File: src/hdl/fbpc_pkg.sv
// Shared types and codes for the frustum box and point cull block.
// Used by every module of the block; depends on nothing.
package fbpc_pkg;

    typedef enum logic [1:0] {
        MODE_LOAD  = 2'd0,
        MODE_POINT = 2'd1,
        MODE_BOX   = 2'd2,
        MODE_NONE  = 2'd3
    } fbpc_mode_t;

    typedef struct packed {
        logic              valid;
        fbpc_mode_t        mode;
        logic [3:0]        entry_index;
        logic [31:0]       entry_value;
        logic [2:0][31:0]  pmin;
        logic [2:0][31:0]  pmax;
        logic [2:0]        max_gt;
        logic [2:0]        max_lt;
        logic              visible;
    } fbpc_word_t;

    typedef struct packed {
        logic valid;
        logic visible;
    } fbpc_result_t;

endpackage

File: src/hdl/fbpc_out_skid.sv
// Output register with a skid stage for the result channel.
// Depends on fbpc_pkg.
module fbpc_out_skid (
    input  logic                   aclk,
    input  logic                   aresetn,
    input  fbpc_pkg::fbpc_result_t res_in,
    output logic                   chain_ready,
    output logic                   m_valid,
    input  logic                   m_ready,
    output logic                   m_visible
);

    logic out_valid_reg;
    logic out_visible_reg;
    logic skid_valid_reg;
    logic skid_visible_reg;
    logic in_fire;

    assign chain_ready = !skid_valid_reg;
    assign in_fire     = res_in.valid && !skid_valid_reg;

    always_ff @(posedge aclk) begin
        if (!aresetn) begin
            out_valid_reg  <= 1'b0;
            skid_valid_reg <= 1'b0;
        end else if (out_valid_reg && !m_ready) begin
            if (in_fire) begin
                skid_valid_reg <= 1'b1;
            end
        end else if (skid_valid_reg) begin
            out_valid_reg  <= 1'b1;
            skid_valid_reg <= 1'b0;
        end else begin
            out_valid_reg <= in_fire;
        end
    end

    always_ff @(posedge aclk) begin
        if (out_valid_reg && !m_ready) begin
            if (in_fire) begin
                skid_visible_reg <= res_in.visible;
            end
        end else if (skid_valid_reg) begin
            out_visible_reg <= skid_visible_reg;
        end else if (in_fire) begin
            out_visible_reg <= res_in.visible;
        end
    end

    assign m_valid   = out_valid_reg;
    assign m_visible = out_visible_reg;

endmodule

File: config.mk
export PLATFORM = sky130hd
export DESIGN_NAME = fbpc_out_skid
export DESIGN_NICKNAME = d
export VERILOG_FILES = /design/src/hdl/fbpc_pkg.sv /design/src/hdl/fbpc_out_skid.sv
export SDC_FILE = /design/constraint.sdc
export NUM_CORES = 1
export LEC_CHECK = 0
export ABC_AREA = 0
export BUFFER_PORTS_ARGS = -buffer_cell sky130_fd_sc_hd__buf_4
export CELL_PAD_IN_SITES_DETAIL_PLACEMENT = 0
export CELL_PAD_IN_SITES_GLOBAL_PLACEMENT = 1
export CORE_AREA = 2 2 39 41
export CTS_BUF_LIST = sky130_fd_sc_hd__clkbuf_2 sky130_fd_sc_hd__clkbuf_4 sky130_fd_sc_hd__clkbuf_8
export CTS_CLUSTER_SIZE = 14
export DETAILED_ROUTE_END_ITERATION = 8
export DIE_AREA = 0 0 41 43
export MAX_ROUTING_LAYER = met4
export PLACE_DENSITY_LB_ADDON = 0.1
export RECOVER_POWER = 100
export SETUP_SLACK_MARGIN = 0.05
export SKIP_CTS_REPAIR_TIMING = 1
export SLEW_MARGIN = 25
export SYNTH_ARGS = -nofsm -noshare
export SYNTH_HDL_FRONTEND = slang
export SYNTH_SLANG_ARGS = --single-unit
export TNS_END_PERCENT = 1
File: constraint.sdc
create_clock -name aclk -period 0.93 [get_ports aclk]
set_input_delay 0.093 -clock aclk [delete_from_list [all_inputs] [get_ports aclk]]
set_output_delay 0.093 -clock aclk [all_outputs]
set_load 0.02 [all_outputs]
==> Yosys cells after proc, flatten, opt, wreduce, memory -nomap -nowiden <==
Index checks and enable logic that the tools add are counted.
{ "totals": {"rom_bits": 0, "input_bits": 5, "mem_bits_rw": 0, "latch_bits": 0, "memories": 0, "output_inout_bits": 3, "ff_bits": 4} }
{ "classes": {"magnitude_cmp": 0, "add_sub_neg": 0, "n_eq_ne": 0, "div": 0, "multipliers": 0, "mux": 3, "reduce_logical": 8, "shift": 0, "bitwise": 1} }
{ "op_table": {"columns": ["op", "n"], "rows": [
  ["$reduce_and A2 Y1", 3],
  ["$mux W1", 3],
  ["$logic_and A1 B1 Y1", 2],
  ["$logic_not A1 Y1", 2],
  ["$reduce_bool A2 Y1", 1],
  ["$not A1 Y1", 1]
]} }

==> Logic depth before layout (Yosys ltp) <==
{ "depth": {"depth_word": 4, "ltp_mapped": 2, "mapped_depth_nobuf": 2} }

==> Worst setup path after synthesis <==
No wires, ideal clock.
{ "synth_timing": {"path_kind": "flip-flop to flip-flop", "from": "register out_valid_reg, in the netlist m_valid", "to": "register skid_visible_reg, enable pin", "path_slack_ps": -129, "t_arrival_ps": 745, "n_path_buf": 0, "path_stages_with_launch": 3, "setup_ps": 314, "cell_sequence": "dfxtp_1 -> nand2b_4 -> nor3b_1"} }
{ "synth_between": {"elab_chain_cells": 2} }
{ "synth_rtl": {"columns": ["element", "line_no", "source"], "rows": [
  ["start, declared", "fbpc_out_skid.sv:13", "logic out_valid_reg;"],
  ["start signal, assigned", "fbpc_out_skid.sv:34", "out_valid_reg <= in_fire;"],
  ["$logic_and A1 B1 Y1", "fbpc_out_skid.sv:39", "if (out_valid_reg && !m_ready) begin"],
  ["$reduce_and A2 Y1 (no source line)", null, null],
  ["end signal, assigned", "fbpc_out_skid.sv:41", "skid_visible_reg <= res_in.visible;"],
  ["end, declared", "fbpc_out_skid.sv:16", "logic skid_visible_reg;"]
]} }
No other way between the ends.
A chain may end at the register's enable or synchronous reset.

==> Final worst setup path <==
{ "layout_timing": {"from": "register skid_valid_reg", "to": "register out_visible_reg, in the netlist m_visible, data pin"} }
{ "layout_between": {"elab_chain_cells": 1} }
{ "layout_rtl": {"columns": ["element", "line_no", "source"], "rows": [
  ["start, declared", "fbpc_out_skid.sv:15", "logic skid_valid_reg;"],
  ["start signal, assigned", "fbpc_out_skid.sv:25", "skid_valid_reg <= 1'b0;"],
  ["start signal, assigned", "fbpc_out_skid.sv:28", "skid_valid_reg <= 1'b1;"],
  ["start signal, assigned", "fbpc_out_skid.sv:32", "skid_valid_reg <= 1'b0;"],
  ["$mux W1", "fbpc_out_skid.sv:43", "end else if (skid_valid_reg) begin"],
  ["end signal, assigned", "fbpc_out_skid.sv:44", "out_visible_reg <= skid_visible_reg;"],
  ["end signal, assigned", "fbpc_out_skid.sv:46", "out_visible_reg <= res_in.visible;"],
  ["end, declared", "fbpc_out_skid.sv:14", "logic out_visible_reg;"]
]} }
No other way between the ends.

==> impl_metrics.env <==
export IMPL_synth_area_top_cells="edfxtp_1, dfxtp_1, nand2b_4, nor3b_2, mux2_2"
export IMPL_period_needed_ns=0.8946
export IMPL_hold_viol=0
export IMPL_synth_xor_area_share_pct=0
export IMPL_grt_max_degree=5
export IMPL_ys_types=10
export IMPL_synth_ff_type="edfxtp_1"
export IMPL_seq_area_frac_synth_pct=59.26
export IMPL_synth_fa_ha_area_share_pct=0
export IMPL_cts_tree="yes"
export IMPL_yosys_area_share_simple_pct=27.41
export IMPL_post_drt_wl_per_cell_microns=7.821
export IMPL_synth_mux_area_share_pct=6.667
export IMPL_placement_io_buffers=7
export IMPL_area_growth_pct=65.93
export IMPL_cts_buffers_inserted=3
export IMPL_synth_top_family_by_area="simple AND/OR/NAND/NOR gates"
export IMPL_route_detailed_drc=0
export IMPL_fin_worst_skew_ns=0.004390
export IMPL_p_per_area_nw_per_um2=1835
export IMPL_async_reset_ff_share_pct=0
export IMPL_power_share_combinational_pct=9.9
export IMPL_reg2reg_slack_ns=0.04
export IMPL_hp_class="in -> reg"
export IMPL_timing_max_cap_violations=0
export IMPL_setup_viol=0
export IMPL_die_x_microns=41
export IMPL_gp_congestion=0.5989
export IMPL_p_int_w=0.0004107
export IMPL_switching_share_pct=20.12
export IMPL_pre_cts_ws_ns=0.02150
export IMPL_synth_warnings=0
export IMPL_pwr_share_clk_pct=51.7
export IMPL_synth_edf_count=2
export IMPL_rsz0062_at_grt="yes"
export IMPL_slowest_delay_ns=0.36
export IMPL_drive_gt1_share_pct=78.26
export IMPL_setup_ws_ns=0.03538
export IMPL_critPathSlowestCell="dfxtp_4"
export IMPL_p_leak_nw=0.1121
export IMPL_layoutNonFillerInstCount=39
export IMPL_fin_util_pct=20.25
export IMPL_worstMarginPinSlew_ns=0.1515
export IMPL_synth_area_sq_um=168.9
export IMPL_synthCells=12
export IMPL_synth_largest_area_cell="edfxtp_1"
export IMPL_avgSynthCellArea_sq_um=14.08
export IMPL_h_tree_depth=1
export IMPL_irDropWorstVdd_mv=0.7507
export IMPL_crit_fanout=4
export IMPL_synth_compound_area_share_pct=4.444
export IMPL_synth_top_cells_by_count="dfxtp_1, edfxtp_1"
export IMPL_clock_fmax_mhz=1118
export IMPL_grt_pass1_vias=118
export IMPL_mappedNetlistNets=17
export IMPL_fin_nets=29
export IMPL_grt_pass1_wl_microns=455
export IMPL_outcome="finished clean"
export IMPL_crit_buf_inv=0
export IMPL_core_sq_um=1384
export IMPL_setup_tns_ns=0
export IMPL_root_buffer="clkbuf_4"
export IMPL_dpl_instance_area_sq_um=255.2
export IMPL_p_switching_w=0.0001035
export IMPL_die_area_sq_um=1763
export IMPL_rows=14
export IMPL_overflow=0
export IMPL_crit_chain="mux2_4"
export IMPL_maxSlewHeadroom_pct=89.89
export IMPL_slew_violations=0
export IMPL_timing_final_crit_share_pct=96.20
export IMPL_drtIter0Drc=0
export IMPL_ant_nets=0
export IMPL_diodes=0
export IMPL_vias_per_cell=3.231
export IMPL_num_fill_cells=157
export IMPL_yosysTopAreaCellShare_pct=35.56
export IMPL_cp_required_ns=0.92
export IMPL_num_vias=126
export IMPL_clock_path_buffers=2
export IMPL_clk_pin_slew_ns=0.04
export IMPL_reg2reg_from="skid_valid_reg"
export IMPL_drtPass1Iterations=1
export IMPL_worstSetupPathType="reg -> reg"
export IMPL_crit_arrival_ns=0.88
export IMPL_antenna_found_initial=0
export IMPL_critPathLaunch="skid_valid_reg"
export IMPL_clock_latency_ns=0.24
export IMPL_design_area_sq_um=280.3
export IMPL_track_usage_pct=4.835
export IMPL_hp_start="res_in[0]"
export IMPL_placed_cells=35
export IMPL_fp_dieH_microns=43
export IMPL_clock_sinks=4
export IMPL_p_seq_share_pct=38.3
export IMPL_critPathLaunchType="register"
export IMPL_initial_utilization_pct=12.21
export IMPL_cp_end_kind="register"
export IMPL_totalWireLength_microns=305
export IMPL_ys_ff_latch=4
export IMPL_path_delay_family="flip-flops"
export IMPL_io_pins=8
routing by layer:
metal  vias up  wire length, microns  GRT usage (%)  share of wire (%)
met5         -                     0              -                  0
met4         0                     0          2.000                  0
met3         0                    51          7.853                 17
met2         6                   148          5.313                 49
met1        58                   105          3.859                 34
li1         62                     -              -                  -
worst paths after layout:
| path | to | cells past startpoint |
|---|---|---|
| hold reg to reg | skid_valid_reg | 2 |
| setup reg to reg | m_visible | 1 |
| setup / recovery | m_visible | 1 |
| hold / removal | skid_visible_reg | 1 |
cell usage in the layout (no fill, tap or decap):
master / netlist / layout
nor3b_2: 1 / 2
edfxtp_1: 2 / 2
nand2b_4: 1 / 1
a21boi_0: 1 / 1
buf_2: 0 / 1
nor2_2: 1 / 1
mux2_4: 0 / 1
buf_4: 0 / 3
dfxtp_4: 0 / 2
inv_1: 1 / 1
clkbuf_2: 0 / 2
clkbuf_4: 0 / 5
nor2b_1: 1 / 1
power groups by stage:
stage,clock network [W],logic (W),registers [W]
4_1_cts,0.000277,0.0000562,0.000200
6_report,0.000266,0.0000511,0.000197
3_5_place_dp,0,0.0000561,0.000203
2_1_floorplan,0,0.0000212,0.000210
3_3_place_gp,0,0.0000569,0.000203
5_1_grt,0.000296,0.0000556,0.000198
per-stage QoR:
stage | total power [W] | hold slack, ns
2_1_floorplan | 0.0002313 | 0.1919
4_1_cts | 0.0005327 | 0.03893
6_report | 0.0005142 | 0.06973
3_5_place_dp | 0.0002587 | 0.2863
5_1_grt | 0.0005491 | 0.05905
3_3_place_gp | 0.0002596 | 0.2869
area by class of cell:
cell class	count	area, sq um	share of cell area (%)
clock buffer	4	30.03	10.71
inverter	1	3.754	1.339
multi-input combinational	7	73.82	26.34
sequential	4	107.6	38.39
tap	16	20.02	7.143
timing repair buffer	7	45.04	16.07
cells by family after synthesis:
family / Yosys count
multiplexers: 1
AO/OA/AOI/OAI: 1
AND/OR/NAND/NOR: 5
flip-flops: 4
buffers and inverters: 1
(Power assumes the default switching activity.)
